### config.mk
export PLATFORM = sky130hd
export DESIGN_NAME = char_lcd_nibble_interface
export DESIGN_NICKNAME = d
export VERILOG_FILES = /design/src/lcdn_pkg.sv /design/src/lcdn_ctrl.sv /design/src/lcdn_dp.sv /design/src/char_lcd_nibble_interface.sv
export SDC_FILE = /design/constraint.sdc
export NUM_CORES = 1
export LEC_CHECK = 0
export ABC_AREA = 1
export BUFFER_PORTS_ARGS = -buffer_cell sky130_fd_sc_hd__buf_4
export CAP_MARGIN = 20
export CELL_PAD_IN_SITES_DETAIL_PLACEMENT = 1
export CELL_PAD_IN_SITES_GLOBAL_PLACEMENT = 2
export CORE_MARGIN = 5
export CORE_UTILIZATION = 33
export CTS_CLUSTER_SIZE = 20
export DETAILED_ROUTE_END_ITERATION = 10
export PLACE_DENSITY = 0.87
export RECOVER_POWER = 100
export SLEW_MARGIN = 20
export SYNTH_ARGS = -nofsm -noshare
export SYNTH_HDL_FRONTEND = slang
export SYNTH_SLANG_ARGS = --single-unit
### constraint.sdc
create_clock -name clk -period 4.01 [get_ports clk]
set_input_delay 0.2005 -clock clk [delete_from_list [all_inputs] [get_ports clk]]
set_output_delay 0.2005 -clock clk [all_outputs]
set_load 0.02 [all_outputs]
### src/lcdn_pkg.sv
// Shared types, codes and the power-up sequence table for the character LCD nibble interface.
`timescale 1ns / 1ps

package lcdn_pkg;

	// Action codes carried on the input stream
	typedef enum logic [2:0] {
		ACT_INIT  = 3'd0,
		ACT_CLEAR = 3'd1,
		ACT_BEGIN = 3'd2,
		ACT_CHAR  = 3'd3,
		ACT_END   = 3'd4
	} action_t;

	// Which source feeds the output register
	typedef enum logic [1:0] {
		EMIT_INIT,
		EMIT_HI,
		EMIT_LO
	} emit_t;

	// One nibble transfer towards the display
	typedef struct packed {
		logic        rs;
		logic [3:0]  nibble;
		logic [15:0] wait_before;
		logic [12:0] wait_after;
	} xfer_t;

	// Controller to datapath
	typedef struct packed {
		logic  load;
		logic  emit_en;
		emit_t emit_sel;
		logic  last;
		logic  col_clr;
		logic  col_inc;
		logic  step_clr;
		logic  step_inc;
	} lcdn_cmd_t;

	// Datapath to controller
	typedef struct packed {
		action_t act;
		logic    ch_zero;
		logic    row_full;
		logic    init_last;
		logic    out_free;
	} lcdn_status_t;

	localparam logic [7:0]  CMD_CLEAR     = 8'h01;
	localparam logic [7:0]  ADDR_ROW0     = 8'h80;
	localparam logic [7:0]  ADDR_ROW1     = 8'hC0;
	localparam logic [7:0]  CHAR_SPACE    = 8'h20;
	localparam logic [3:0]  INIT_LEN      = 4'd12;
	localparam logic [12:0] WAIT_HI_US    = 13'd100;
	localparam logic [12:0] WAIT_LO_US    = 13'd200;
	localparam logic [12:0] WAIT_CLEAR_US = 13'd2200;

	// Power-up sequence: three wake nibbles, the switch to four bits, then
	// function set, display on, entry mode and clear, high nibble first.
	function automatic xfer_t init_xfer(input logic [3:0] step);
		xfer_t x;
		x.rs          = 1'b0;
		x.wait_before = 16'd0;
		unique case (step)
			4'd0: begin
				x.nibble = 4'h3; x.wait_before = 16'd50000; x.wait_after = 13'd5100;
			end
			4'd1: begin x.nibble = 4'h3; x.wait_after = 13'd300; end
			4'd2: begin x.nibble = 4'h3; x.wait_after = WAIT_HI_US; end
			4'd3: begin x.nibble = 4'h2; x.wait_after = WAIT_HI_US; end
			4'd4: begin x.nibble = 4'h2; x.wait_after = WAIT_HI_US; end
			4'd5: begin x.nibble = 4'h8; x.wait_after = WAIT_LO_US; end
			4'd6: begin x.nibble = 4'h0; x.wait_after = WAIT_HI_US; end
			4'd7: begin x.nibble = 4'hC; x.wait_after = WAIT_LO_US; end
			4'd8: begin x.nibble = 4'h0; x.wait_after = WAIT_HI_US; end
			4'd9: begin x.nibble = 4'h6; x.wait_after = WAIT_LO_US; end
			4'd10: begin x.nibble = 4'h0; x.wait_after = WAIT_HI_US; end
			4'd11: begin x.nibble = 4'h1; x.wait_after = WAIT_CLEAR_US; end
			default: begin x.nibble = 4'h0; x.wait_after = 13'd0; end
		endcase
		return x;
	endfunction

endpackage

### src/lcdn_ctrl.sv
// Sequencing state machine of the character LCD nibble interface.
`timescale 1ns / 1ps

module lcdn_ctrl
	import lcdn_pkg::*;
(
	input  logic         clk,
	input  logic         arst_n,
	input  logic         in_valid,
	output logic         in_ready,
	input  lcdn_status_t status,
	output lcdn_cmd_t    cmd
);

	typedef enum logic [1:0] {
		S_IDLE,
		S_INIT,
		S_HI,
		S_LO
	} state_t;

	state_t state_q, state_d;
	logic   pad_q, pad_d;

	assign in_ready = (state_q == S_IDLE);

	always_comb begin
		cmd     = '0;
		cmd.emit_sel = EMIT_HI;
		state_d = state_q;
		pad_d   = pad_q;
		unique case (state_q)
			S_IDLE: begin
				if (in_valid) begin
					unique case (status.act)
						ACT_INIT: begin
							cmd.load     = 1'b1;
							cmd.step_clr = 1'b1;
							state_d      = S_INIT;
						end
						ACT_CLEAR: begin
							cmd.load = 1'b1;
							pad_d    = 1'b0;
							state_d  = S_HI;
						end
						ACT_BEGIN: begin
							cmd.load    = 1'b1;
							cmd.col_clr = 1'b1;
							pad_d       = 1'b0;
							state_d     = S_HI;
						end
						ACT_CHAR, ACT_END: begin
							// Full row: the item is dropped without any transfer
							if (!status.row_full) begin
								cmd.load    = 1'b1;
								cmd.col_inc = 1'b1;
								pad_d       = (status.act == ACT_END) || status.ch_zero;
								state_d     = S_HI;
							end
						end
						default: ;
					endcase
				end
			end
			S_INIT: begin
				if (status.out_free) begin
					cmd.emit_en  = 1'b1;
					cmd.emit_sel = EMIT_INIT;
					cmd.step_inc = 1'b1;
					cmd.last     = status.init_last;
					if (status.init_last) begin
						state_d = S_IDLE;
					end
				end
			end
			S_HI: begin
				if (status.out_free) begin
					cmd.emit_en  = 1'b1;
					cmd.emit_sel = EMIT_HI;
					state_d      = S_LO;
				end
			end
			S_LO: begin
				if (status.out_free) begin
					cmd.emit_en  = 1'b1;
					cmd.emit_sel = EMIT_LO;
					// While padding, another space follows until the row is full
					if (pad_q && !status.row_full) begin
						cmd.col_inc = 1'b1;
						state_d     = S_HI;
					end else begin
						cmd.last = 1'b1;
						state_d  = S_IDLE;
					end
				end
			end
			default: state_d = S_IDLE;
		endcase
	end

	always_ff @(posedge clk or negedge arst_n) begin
		if (!arst_n) begin
			state_q <= S_IDLE;
			pad_q   <= 1'b0;
		end else begin
			state_q <= state_d;
			pad_q   <= pad_d;
		end
	end

endmodule

### src/lcdn_dp.sv
// Datapath of the character LCD nibble interface: byte latch, counters and output register.
`timescale 1ns / 1ps

module lcdn_dp
	import lcdn_pkg::*;
#(
	parameter int LINE_WIDTH = 16
) (
	input  logic         clk,
	input  logic         arst_n,
	input  logic [2:0]   in_action,
	input  logic         in_row,
	input  logic [7:0]   in_char,
	input  lcdn_cmd_t    cmd,
	output lcdn_status_t status,
	output logic         out_valid,
	input  logic         out_ready,
	output xfer_t        out_xfer,
	output logic         out_last
);

	localparam int CW = $clog2(LINE_WIDTH + 1);
	localparam logic [CW-1:0] COL_FULL = CW'(LINE_WIDTH);

	logic [CW-1:0] col_q;
	logic [3:0]    step_q;
	logic [7:0]    byte_q;
	logic          rs_q;
	logic          extra_q;
	logic          out_valid_q;
	xfer_t         xfer_q;
	logic          last_q;
	action_t       act;
	xfer_t         next_xfer;

	assign act = action_t'(in_action);

	assign status.act       = act;
	assign status.ch_zero   = (in_char == 8'h00);
	assign status.row_full  = (col_q >= COL_FULL);
	assign status.init_last = (step_q == INIT_LEN - 4'd1);
	assign status.out_free  = !out_valid_q || out_ready;

	always_comb begin
		next_xfer = init_xfer(step_q);
		unique case (cmd.emit_sel)
			EMIT_HI: begin
				next_xfer.rs          = rs_q;
				next_xfer.nibble      = byte_q[7:4];
				next_xfer.wait_before = 16'd0;
				next_xfer.wait_after  = WAIT_HI_US;
			end
			EMIT_LO: begin
				next_xfer.rs          = rs_q;
				next_xfer.nibble      = byte_q[3:0];
				next_xfer.wait_before = 16'd0;
				next_xfer.wait_after  = extra_q ? WAIT_CLEAR_US : WAIT_LO_US;
			end
			default: ;
		endcase
	end

	// Byte to send for the accepted item
	always_ff @(posedge clk) begin
		if (cmd.load) begin
			extra_q <= (act == ACT_CLEAR);
			priority if (act == ACT_CLEAR) begin
				byte_q <= CMD_CLEAR;
				rs_q   <= 1'b0;
			end else if (act == ACT_BEGIN) begin
				byte_q <= in_row ? ADDR_ROW1 : ADDR_ROW0;
				rs_q   <= 1'b0;
			end else if (act == ACT_CHAR && in_char != 8'h00) begin
				byte_q <= in_char;
				rs_q   <= 1'b1;
			end else begin
				byte_q <= CHAR_SPACE;
				rs_q   <= 1'b1;
			end
		end
		if (cmd.emit_en) begin
			xfer_q <= next_xfer;
			last_q <= cmd.last;
		end
	end

	always_ff @(posedge clk or negedge arst_n) begin
		if (!arst_n) begin
			col_q       <= COL_FULL;
			step_q      <= 4'd0;
			out_valid_q <= 1'b0;
		end else begin
			if (cmd.col_clr) begin
				col_q <= '0;
			end else if (cmd.col_inc) begin
				col_q <= col_q + CW'(1);
			end
			if (cmd.step_clr) begin
				step_q <= 4'd0;
			end else if (cmd.step_inc) begin
				step_q <= step_q + 4'd1;
			end
			if (cmd.emit_en) begin
				out_valid_q <= 1'b1;
			end else if (out_ready) begin
				out_valid_q <= 1'b0;
			end
		end
	end

	assign out_valid = out_valid_q;
	assign out_xfer  = xfer_q;
	assign out_last  = last_q;

endmodule

### src/char_lcd_nibble_interface.sv
// Top level of the character LCD nibble interface: streaming ports, controller and datapath.
`timescale 1ns / 1ps

// The block turns display actions (init, clear, line begin, line character and
// line end) into timed nibble transfers for a character LCD on a 4-bit bus, each
// transfer carrying register select, the nibble and the waits before and after
// it; bytes go high nibble first and the final transfer of an action is marked
// with tlast. Actions are handled one at a time: once an input transfer is taken,
// the controller emits one nibble per cycle into the output register whenever
// that register is free, and any stall on the output side holds the sequence. A
// character or line end on a full row, or an unused action code, is absorbed
// without output. The output register lets the next input be taken while the
// last result still waits. Rows are LINE_WIDTH columns wide; the row counts as
// full after reset until a line begin opens it.

module char_lcd_nibble_interface
	import lcdn_pkg::*;
#(
	parameter int LINE_WIDTH = 16
) (
	input  logic        clk,
	input  logic        arst_n,
	input  logic        s_tvalid,
	output logic        s_tready,
	input  logic [7:0]  s_tdata,   // [7:0] char_code
	input  logic [3:0]  s_tuser,   // [2:0] action, [3] row
	output logic        m_tvalid,
	input  logic        m_tready,
	output logic [39:0] m_tdata,   // [3:0] nibble, [19:4] wait_before_us,
	                               // [32:20] wait_after_us, [39:33] zero
	output logic        m_tuser,   // register_select
	output logic        m_tlast    // last
);

	lcdn_cmd_t    cmd;
	lcdn_status_t status;
	xfer_t        xfer;

	lcdn_ctrl u_ctrl (
		.clk      (clk),
		.arst_n   (arst_n),
		.in_valid (s_tvalid),
		.in_ready (s_tready),
		.status   (status),
		.cmd      (cmd)
	);

	lcdn_dp #(
		.LINE_WIDTH(LINE_WIDTH)
	) u_dp (
		.clk       (clk),
		.arst_n    (arst_n),
		.in_action (s_tuser[2:0]),
		.in_row    (s_tuser[3]),
		.in_char   (s_tdata),
		.cmd       (cmd),
		.status    (status),
		.out_valid (m_tvalid),
		.out_ready (m_tready),
		.out_xfer  (xfer),
		.out_last  (m_tlast)
	);

	assign m_tdata = {7'd0, xfer.wait_after, xfer.wait_before, xfer.nibble};
	assign m_tuser = xfer.rs;

	// Only the first wake nibble of init carries a wait before it.
	assert property (@(posedge clk) disable iff (!arst_n)
		m_tvalid && (m_tdata[19:4] != 16'd0) |-> !m_tuser && (m_tdata[3:0] == 4'h3))
		else $error("wait before on a transfer other than the first wake nibble");

	// Character data ends on a low nibble, which never has the clear delay.
	assert property (@(posedge clk) disable iff (!arst_n)
		m_tvalid && m_tuser && m_tlast |-> (m_tdata[32:20] == WAIT_LO_US))
		else $error("data run ended on something other than a low nibble");

	// While the controller works through an action it takes no new input.
	assert property (@(posedge clk) disable iff (!arst_n)
		cmd.emit_en |-> !s_tready)
		else $error("input ready while a transfer is being emitted");

	// A transfer marked last closes the action, so input is open next cycle.
	assert property (@(posedge clk) disable iff (!arst_n)
		cmd.emit_en && cmd.last |=> s_tready)
		else $error("input not reopened after the final transfer");

endmodule

==> results of run 1 <==
kinds of logic (layout without fill, tap and decap cells):
group	count (synthesis)	count (layout)	share of synthesized area
XOR/XNOR	1	1	0.003679
buffers and inverters	72	91	0.1587
AO/OA/AOI/OAI	26	26	0.06306
AND/OR/NAND/NOR	140	140	0.2701
flip-flops	37	37	0.4398
adder cells (fa/ha/maj)	12	12	0.06306
other	1	20	0.001575
state kept, by name, indices dropped and copies added (netlist names):
register / flops
u_ctrl.pad_q: 1
u_ctrl.state_q: 2
u_dp.byte_q: 8
u_dp.col_q: 5
u_dp.extra_q: 1
u_dp.out_last: 1
u_dp.out_valid: 1
u_dp.out_xfer: 13
u_dp.rs_q: 1
u_dp.step_q: 4
where the power goes:
part / internal (mW) / leakage (nW) / switching, mW
logic: 0.256 / 0.852 / 0.650
clock network: 0.186 / 0.0543 / 0.145
registers: 0.587 / 0.387 / 0.0917
worst max-delay path: stages (launching register included):
cell and delay [ns]:
dfrtp_1 0.42, inv_1 0.10, ha_1 0.30, nor3_1 0.28, inv_1 0.08, ha_1 0.42
nor2_1 0.39, inv_1 0.14, o22ai_1 0.17
synthesized netlist by cell type, types with 2 or more instances:
cell type / instances
a21oi_1: 6
a22oi_1: 4
buf_2: 2
buf_4: 28
dfrtp_1: 12
edfxtp_1: 24
ha_1: 12
inv_1: 38
inv_2: 4
nand2_1: 73
nand2_2: 2
nand2_4: 4
nand3_1: 19
nand3_2: 2
nand3b_1: 2
nand4_1: 7
nor2_1: 24
nor3_1: 4
o21ai_0: 11
o21ai_2: 2
o22ai_1: 2
cell type report:
class	count	area [um^2]	share of cell area
multi-input combinational	199	1006	0.3784
timing repair buffer	41	209.0	0.07859
sequential	37	1047	0.3939
clock buffer	5	68.82	0.02588
inverter	42	157.7	0.05929
clock inverter	3	46.29	0.01741
tap	99	123.9	0.04659
stage by stage:
| stage | setup WS (ns) | util | cell area [um^2] | total power, mW |
|---|---|---|---|---|
| 2_1_floorplan | 1.824 | - | 2452 | 1.405 |
| 3_3_place_gp | 1.688 | 0.3722 | 2656 | 1.674 |
| 3_5_place_dp | 1.568 | 0.3722 | 2656 | 1.710 |
| 4_1_cts | 1.547 | 0.3897 | 2781 | 2.048 |
| 5_1_grt | 1.249 | 0.3725 | 2659 | 2.082 |
| 6_report | 1.566 | 0.3725 | 2659 | 1.916 |
layer usage:
layer | up-vias | GRT usage | routed length [um]
met1 | 875 | 0.1491 | 2426
met4 | 0 | 0.03245 | 49
met2 | 38 | 0.2284 | 2737
met5 | - | 0 | 0
met3 | 5 | 0.02789 | 271
li1 | 958 | - | -
repair_timing:
action | CTS | global route
hold endpoints to repair | 13 | 0
hold buffers | 1 | 0
setup endpoints to repair | 0 | 0
buffers inserted | 0 | 0
gates resized for setup | 0 | 0
worst paths after layout:
path	from	to	depth (start not counted)	slack, ns
setup / recovery	u_ctrl.state_q[0]	u_dp.out_xfer[11]	8	1.57
hold / removal	s_tdata[0]	u_dp.byte_q[0]	3	0.21
setup reg to reg	u_ctrl.state_q[0]	u_dp.out_xfer[11]	8	1.57
hold reg to reg	u_ctrl.pad_q	u_ctrl.pad_q	2	0.53
max in group asynchronous	arst_n	u_ctrl.state_q[0]	2	3.02
min in group asynchronous	arst_n	u_ctrl.state_q[1]	2	0.50
==> results.py, run 1 <==
metrics = {
    "sta": {
        "finalHoldViolCount": 0,
        "slew_headroom": 0.4564,
        "fin_hold_ws_ns": 0.2056,
        "tightest_slew_ns": 0.8155,
        "tns_ns": 0,
        "min_period_ns": 2.444,
        "drv_slew": 0,
        "setup_violations": 0,
        "rsz0062_at_grt": "false",
        "post-route-period-util": 0.6096,
        "skew_ns": 0.009364,
        "fmaxAchievable_mhz": 409.1,
    },
    "detailed_routing": {
        "routedWlPerCell_um": 12.88,
        "drc_errors": 0,
        "routed_wl_um": 5485,
        "antenna_left": 0,
        "via_per_inst": 4.404,
        "dr.pass1.iters": 4,
        "drt_iter0_markers": 29,
        "vias": 1876,
    },
    "global_routing": {
        "grt_max_degree": 15,
        "globalRouteTotalUtil": 0.1259,
        "grt-ovfl-total": 0,
        "antenna_found_initial": 0,
        "grt_pass1_wl_um": 8914,
        "grt_pass1_vias": 1908,
    },
    "logic_synthesis": {
        "synthDistinctLibCells": 28,
        "synth_top_area_cell": "edfxtp_1",
        "avgSynthCellArea_um2": 8.239,
        "synth_enable_flop_cells": 24,
        "synth_ff_type": "edfxtp_1",
        "synth_area_leaders": "edfxtp_1 (30%), dfrtp_1 (13%), nand2_1 (12%)",
        "ys_seq_area_frac": 0.4398,
        "async_reset_ff_frac": 0.3514,
        "synth.cell_area_mm2": 0.002381,
        "yosys_warnings": 0,
        "synth_cells": 289,
        "ys_seq_elements": 37,
        "synth_top_area_frac": 0.3027,
    },
    "finish": {
        "drive_gt1_frac": 0.1040,
        "layout_commonest_cell": "nand2_1",
        "finalNonFillerCells": 426,
        "mostFrequentLayoutCells": "nand2_1 (76), inv_1 (38), clkbuf_1 (27)",
        "syn_to_final_growth_pct": 11.67,
        "nNetsFinal": 354,
        "fill_cells": 931,
        "n_antenna_cell": 0,
    },
    "cts": {
        "cts.clk_slew.worst_paths_ns": 0.08,
        "htreeDepth": 2,
        "clock_latency_ns": 0.29,
        "cts-root-buf": "clkbuf_8",
        "cts_made_buffers": 5,
        "clockBufferDepth": 2,
        "tritoncts": "done",
        "cts_sinks": 37,
    },
    "floorplan": {
        "pin_count": 60,
        "coreArea_mm2": 0.007137,
        "start_util": 0.3336,
        "dieArea_mm2": 0.009014,
        "die_x_um": 94.94,
        "die_height_um": 94.94,
        "rows": 31,
    },
    "placed_design": {
        "gp_congestion": 0.7890,
        "numPortBuffers": 39,
        "hpwlAfterDp_um": 4477,
        "dp_cells": 417,
    },
    "worst_setup_path": {
        "startpoint_type": "flip-flop",
        "crit_type": "flip-flop to flip-flop",
        "cp_data_arrival_time_ns": 2.59,
        "cp-end-kind": "flip-flop",
        "crit_path_max_fanout": 11,
        "cp.required_ns": 4.16,
    },
    "power_and_ir_drop": {
        "ir_drop_uv": 214.0,
        "p_leak_nw": 1.293,
        "power.density_mw_per_mm2": 720.5,
    },
    "status": {
        "status": "finished clean",
    },
    "job": {
        "maxCapViolCount": 0,
    },
    "min_path": {
        "min_path_type": "input pin to flip-flop",
    },
}
No activity file was read; power rests on OpenSTA's default activity.
==> run 2: changes to the inputs <==
--- a/config.mk
+++ b/config.mk
@@ -11,10 +11,10 @@
 export CELL_PAD_IN_SITES_DETAIL_PLACEMENT = 1
 export CELL_PAD_IN_SITES_GLOBAL_PLACEMENT = 2
 export CORE_MARGIN = 5
-export CORE_UTILIZATION = 33
+export CORE_UTILIZATION = 31
 export CTS_CLUSTER_SIZE = 20
 export DETAILED_ROUTE_END_ITERATION = 10
-export PLACE_DENSITY = 0.87
+export PLACE_DENSITY = 0.83
 export RECOVER_POWER = 100
 export SLEW_MARGIN = 20
 export SYNTH_ARGS = -nofsm -noshare
==> constraint.sdc (replaced) <==
create_clock -name clk -period 2.4 [get_ports clk]
set_input_delay 0.12 -clock clk [delete_from_list [all_inputs] [get_ports clk]]
set_output_delay 0.12 -clock clk [all_outputs]
set_load 0.02 [all_outputs]
==> results.py, run 2 (synthesized netlist as in run 1, its figures left out) <==
metrics = {
    "status": {
        "status": "finished clean",
    },
    "floorplan": {
        "rows": 32,
        "die_height_um": 97.64,
        "die_x_um": 97.64,
        "dieArea_mm2": 0.009534,
        "start_util": 0.3130,
        "pin_count": 60,
        "coreArea_mm2": 0.007607,
    },
    "finish": {
        "nNetsFinal": 357,
        "syn_to_final_growth_pct": 13.29,
        "largest_register_ffs": 13,
        "fin_util": 0.3546,
        "layout_commonest_cell": "nand2_1",
        "drive_gt1_frac": 0.1030,
        "n_antenna_cell": 0,
        "fill_cells": 941,
        "mostFrequentLayoutCells": "nand2_1 (77), inv_1 (39), clkbuf_1 (29)",
    },
    "cts": {
        "tritoncts": "done",
        "cts_made_buffers": 5,
        "clockBufferDepth": 2,
        "clock_latency_ns": 0.29,
        "cts.clk_slew.worst_paths_ns": 0.08,
        "htreeDepth": 2,
        "cts_sinks": 37,
        "cts-root-buf": "clkbuf_8",
    },
    "power_and_ir_drop": {
        "p_leak_nw": 1.314,
        "ir_drop_uv": 504.4,
        "clkPwrFrac": 0.197,
        "pwr-share-seq": 0.339,
        "power.internal_mw": 1.841,
        "swShare": 0.4451,
        "p_switching_mw": 1.477,
        "share_comb_of_total_power": 0.464,
        "power.density_mw_per_mm2": 1230,
    },
    "sta": {
        "drv_slew": 0,
        "post-route-period-util": 0.9017,
        "fmaxAchievable_mhz": 462.1,
        "finalHoldViolCount": 0,
        "setup_violations": 0,
        "fin_hold_ws_ns": 0.1110,
        "fin_ws_ns": 0.2359,
        "skew_ns": 0.007435,
        "slew_headroom": 0.4954,
        "rsz0062_at_grt": "false",
        "tns_ns": 0,
        "tightest_slew_ns": 0.7569,
        "min_period_ns": 2.164,
    },
    "placed_design": {
        "pre_cts_ws_ns": 0.2084,
        "hpwlAfterDp_um": 4398,
        "gp_congestion": 0.7679,
        "numPortBuffers": 39,
    },
    "detailed_routing": {
        "drc_errors": 0,
        "routedWlPerCell_um": 12.29,
        "antenna_left": 0,
        "drt_iter0_markers": 43,
        "routed_wl_um": 5308,
        "dr.pass1.iters": 4,
        "via_per_inst": 4.382,
        "vias": 1893,
    },
    "global_routing": {
        "grt-ovfl-total": 0,
        "antenna_found_initial": 0,
        "grt_pass1_wl_um": 8928,
        "grt_max_degree": 15,
        "grt_pass1_vias": 1929,
        "globalRouteTotalUtil": 0.1138,
    },
    "worst_setup_path": {
        "crit_path_max_incr_delay_ns": 0.42,
        "cp_data_arrival_time_ns": 2.32,
        "critPathSlowestCell": "dfrtp_1",
        "crit_path_max_fanout": 7,
        "worstPathCellList": "inv_1 > ha_1 > buf_4 > nor2_1 > inv_1 > ha_1 > nor2_1 > a22oi_1 > nand2_1",
        "crit_type": "flip-flop to flip-flop",
        "startpoint_type": "flip-flop",
        "cp-end-kind": "flip-flop",
        "cp.required_ns": 2.56,
    },
    "min_path": {
        "min_path_type": "input pin to flip-flop",
    },
    "job": {
        "maxCapViolCount": 0,
    },
}
==> run 2: changes by cell type in the layout (fill, tap and decap cells not counted), sizes merged <==
cell,previous run,this run
clkinvlp,1,0
bufinv,1,2
clkinv,1,0
buf,12,13
inv,42,43
clkbuf,33,35
==> run 2: path summary, 6_finish.rpt <==
check / depth (start not counted) / slack [ns] / to / start
max: 9 / 0.24 / u_dp.out_xfer[31] / u_ctrl.state_q[0]
max reg2reg: 9 / 0.24 / u_dp.out_xfer[31] / u_ctrl.state_q[0]
min in group asynchronous: 2 / 0.40 / u_ctrl.state_q[1] / arst_n
min: 3 / 0.11 / u_dp.byte_q[0] / s_tdata[0]
min reg2reg: 2 / 0.52 / u_ctrl.pad_q / u_ctrl.pad_q
max in group asynchronous: 2 / 1.52 / u_ctrl.state_q[0] / arst_n
==> run 2: metal layers <==
| layer | track usage | routed length, um |
|---|---|---|
| met1 | 0.1391 | 2430 |
| met2 | 0.1950 | 2550 |
| met3 | 0.03230 | 272 |
| met4 | 0.03195 | 55 |
| met5 | 0 | 0 |
==> run 2: worst max-delay path, delay by kind of cell, from the launching register on <==
kind / cells / cell delay [ns]
fa+ha+maj: 2 / 0.55
simple gates: 3 / 0.57
buf+inv: 3 / 0.33
compound gates: 1 / 0.17
flops: 1 / 0.42
==> run 2: power groups by stage <==
stage | clock network [mW] | registers (mW) | logic, mW
2_1_floorplan | 0 | 1.25 | 1.10
3_3_place_gp | 0 | 1.14 | 1.70
4_1_cts | 0.676 | 1.13 | 1.75
3_5_place_dp | 0 | 1.15 | 1.74
5_1_grt | 0.703 | 1.17 | 1.76
6_report | 0.653 | 1.13 | 1.54
==> run 2: cell type report <==
class | instances | area (um^2) | share of cell area
well taps | 102 | 127.6 | 0.04731
clock buffers | 5 | 68.82 | 0.02551
multi-input cells | 199 | 1006 | 0.3729
clock inverters | 3 | 68.82 | 0.02551
inverters | 42 | 157.7 | 0.05844
flip-flops and latches | 37 | 1047 | 0.3882
repair buffers | 44 | 221.5 | 0.08210
==> run 2: timing repair <==
item / 4_1_cts / 5_1_grt
hold buffers: 1 / 0
endpoints found under the hold margin: 13 / 0
endpoints found under the setup margin: 0 / 1
setup buffers: 0 / 0
resized for setup: 0 / 1
==> run 2: stage by stage <==
step	cells	cell area, um^2	power [mW]
after floorplan	308	2452	2.348
after global placement	423	2683	2.840
after detailed placement	423	2683	2.886
after CTS	432	2830	3.560
after global routing	432	2698	3.629
final	432	2698	3.319
==> run 3: changes to the inputs <==
--- a/config.mk
+++ b/config.mk
@@ -5,16 +5,15 @@
 export SDC_FILE = /design/constraint.sdc
 export NUM_CORES = 1
 export LEC_CHECK = 0
-export ABC_AREA = 1
 export BUFFER_PORTS_ARGS = -buffer_cell sky130_fd_sc_hd__buf_4
 export CAP_MARGIN = 20
 export CELL_PAD_IN_SITES_DETAIL_PLACEMENT = 1
 export CELL_PAD_IN_SITES_GLOBAL_PLACEMENT = 2
 export CORE_MARGIN = 5
-export CORE_UTILIZATION = 31
+export CORE_UTILIZATION = 32
 export CTS_CLUSTER_SIZE = 20
 export DETAILED_ROUTE_END_ITERATION = 10
-export PLACE_DENSITY = 0.83
+export PLACE_DENSITY = 0.81
 export RECOVER_POWER = 100
 export SLEW_MARGIN = 20
 export SYNTH_ARGS = -nofsm -noshare
==> results.py, run 3 <==
metrics = {
    "worst_setup_path": {
        "cp.required_ns": 2.43,
        "rr_worst_depth": 6,
        "crit_path_max_fanout": 17,
        "ff2ff_setup_slack_ns": 0.22,
        "cp-end-kind": "flip-flop",
        "cp-startpoint": "u_ctrl.state_q[0]",
        "crit_type": "flip-flop to flip-flop",
        "reg2reg_from": "u_ctrl.state_q[0]",
        "cp_data_arrival_time_ns": 2.21,
        "endpoint": "u_dp.out_xfer[31]",
        "rr_endpoint": "u_dp.out_xfer[31]",
        "startpoint_type": "flip-flop",
    },
    "sta": {
        "rsz0062_at_grt": "false",
        "drv_slew": 0,
        "tightest_slew_ns": 0.8098,
        "min_period_ns": 2.182,
        "slew_headroom": 0.4601,
        "fmaxAchievable_mhz": 458.4,
        "post-route-period-util": 0.9090,
        "finalHoldViolCount": 0,
        "setup_violations": 0,
        "tns_ns": 0,
        "skew_ns": 0.009072,
        "fin_ws_ns": 0.2183,
    },
    "finish": {
        "largest_register_ffs": 13,
        "layout_commonest_cell": "clkbuf_1",
        "n_antenna_cell": 0,
        "mostFrequentLayoutCells": "clkbuf_1 (27), edfxtp_1 (24), nor2_1 (22)",
        "syn_to_final_growth_pct": 12.29,
        "nNetsFinal": 312,
        "fin_util": 0.3701,
        "drive_gt1_frac": 0.09825,
        "fill_cells": 931,
    },
    "global_routing": {
        "grt_max_degree": 19,
        "antenna_found_initial": 0,
        "grt-ovfl-total": 0,
        "grt_pass1_vias": 1841,
        "globalRouteTotalUtil": 0.1215,
        "grt_pass1_wl_um": 9418,
    },
    "cts": {
        "cts.clk_slew.worst_paths_ns": 0.08,
        "clock_latency_ns": 0.30,
        "cts_made_buffers": 5,
        "cts-root-buf": "clkbuf_8",
        "cts_sinks": 37,
        "htreeDepth": 2,
        "clockBufferDepth": 2,
        "cts_resized": 0,
        "tritoncts": "done",
    },
    "logic_synthesis": {
        "synth_top_area_cell": "edfxtp_1",
        "ys_seq_area_frac": 0.4357,
        "synth_cells": 253,
        "synth_top_area_frac": 0.2998,
        "avgSynthCellArea_um2": 9.500,
        "ys_seq_elements": 37,
        "synth.cell_area_mm2": 0.002404,
        "synth.most_common_cell": "buf_4",
        "synth_ff_type": "edfxtp_1",
        "async_reset_ff_frac": 0.3514,
        "synth_area_leaders": "edfxtp_1 (30%), dfrtp_1 (12%), buf_4 (8.7%)",
        "synthDistinctLibCells": 48,
        "yosys_warnings": 0,
        "synthTopCellsByCount": "buf_4 (28), edfxtp_1 (24), nor2_1 (22)",
        "synth_enable_flop_cells": 24,
    },
    "detailed_routing": {
        "drc_errors": 0,
        "dr.pass1.iters": 4,
        "drt_iter0_markers": 51,
        "routed_wl_um": 5622,
        "routedWlPerCell_um": 14.64,
        "via_per_inst": 4.758,
        "vias": 1827,
        "antenna_left": 0,
    },
    "floorplan": {
        "die_x_um": 96.67,
        "start_util": 0.3296,
        "rows": 31,
        "die_height_um": 96.67,
        "dieArea_mm2": 0.009344,
        "pin_count": 60,
        "coreArea_mm2": 0.007292,
    },
    "placed_design": {
        "pre_cts_ws_ns": 0.2149,
        "gp_congestion": 0.7868,
        "hpwlAfterDp_um": 4276,
        "numPortBuffers": 39,
    },
    "job": {
        "maxCapViolCount": 0,
    },
    "power_and_ir_drop": {
        "power.density_mw_per_mm2": 1380,
        "p_leak_nw": 1.112,
        "ir_drop_uv": 394.1,
        "power_mw": 3.725,
    },
    "min_path": {
        "hold_path_startpoint": "s_tdata[2]",
        "min_path_type": "input pin to flip-flop",
    },
    "status": {
        "status": "finished clean",
    },
}
## run 3: cell count changes in the layout (fill, tap and decap cells not counted), moves of 5 or more
| cell | change |
|---|---|
| a211oi_1 | +6 |
| a21oi_1 | +7 |
| inv_1 | -24 |
| nand2_1 | -59 |
| nand3_1 | -14 |
| nand4_1 | -5 |
## run 3: metrics by stage
step           cell area (um^2)  hold WS (ns)  cells
6_report                   2699        0.1247    384
4_1_cts                    2805        0.1075    384
3_3_place_gp               2675      -0.01671    375
3_5_place_dp               2675      -0.01235    375
5_1_grt                    2699        0.1146    384
2_1_floorplan              2480       -0.1756    272
## run 3: worst max-delay path, cell delays in order, from the launching register on
cell	delay [ns]
dfrtp_1	0.43
inv_1	0.09
ha_1	0.23
a211o_1	0.26
ha_1	0.50
a221oi_1	0.32
a31oi_1	0.07
## run 3: worst min-delay path by stage
stage | to | slack, ns | cells after the start
2_1_floorplan | u_ctrl.pad_q | -0.18 | 0
3_3_place_gp | u_dp.col_q[2] | -0.02 | 1
3_5_place_dp | u_dp.col_q[2] | -0.01 | 1
4_1_cts | u_dp.byte_q[1] | 0.11 | 2
5_1_grt | u_dp.byte_q[4] | 0.11 | 2
6_report | u_dp.byte_q[2] | 0.12 | 2
## run 3: cell families after synthesis
kind of cell	count (synthesis)	synth area share
flip-flops	37	0.4357
multiplexers	6	0.02603
other	1	0.001560
buffers and inverters	54	0.1281
adder cells (fa/ha/maj)	12	0.06247
AND/OR/NAND/NOR	86	0.1827
AO/OA/AOI/OAI	52	0.1452
XOR/XNOR	5	0.01822
## run 3: layout make-up
cell class	count	area (um^2)	area share
tap	99	123.9	0.04590
clock inverter	2	37.54	0.01391
timing repair buffer	44	231.5	0.08577
multi-input combinational	181	1120	0.4149
sequential	37	1047	0.3880
inverter	15	56.30	0.02086
clock buffer	6	82.58	0.03060
## run 3: power by group
part / internal [mW] / switching (mW)
Sequential: 1.05 / 0.200
Clock: 0.338 / 0.239
Combinational: 0.670 / 1.22
## run 3: repair_timing
action | in CTS | in global routing
endpoints found under the hold margin | 13 | 0
setup buffers | 0 | 0
setup endpoints to repair | 0 | 0
hold buffers | 1 | 0
## run 3: metal layers
metal,global-route usage,vias up,wire length (um)
met4,0.04212,0,78
met5,0,-,0
met2,0.2049,48,2648
li1,-,905,-
met1,0.1497,866,2601
met3,0.03165,8,294
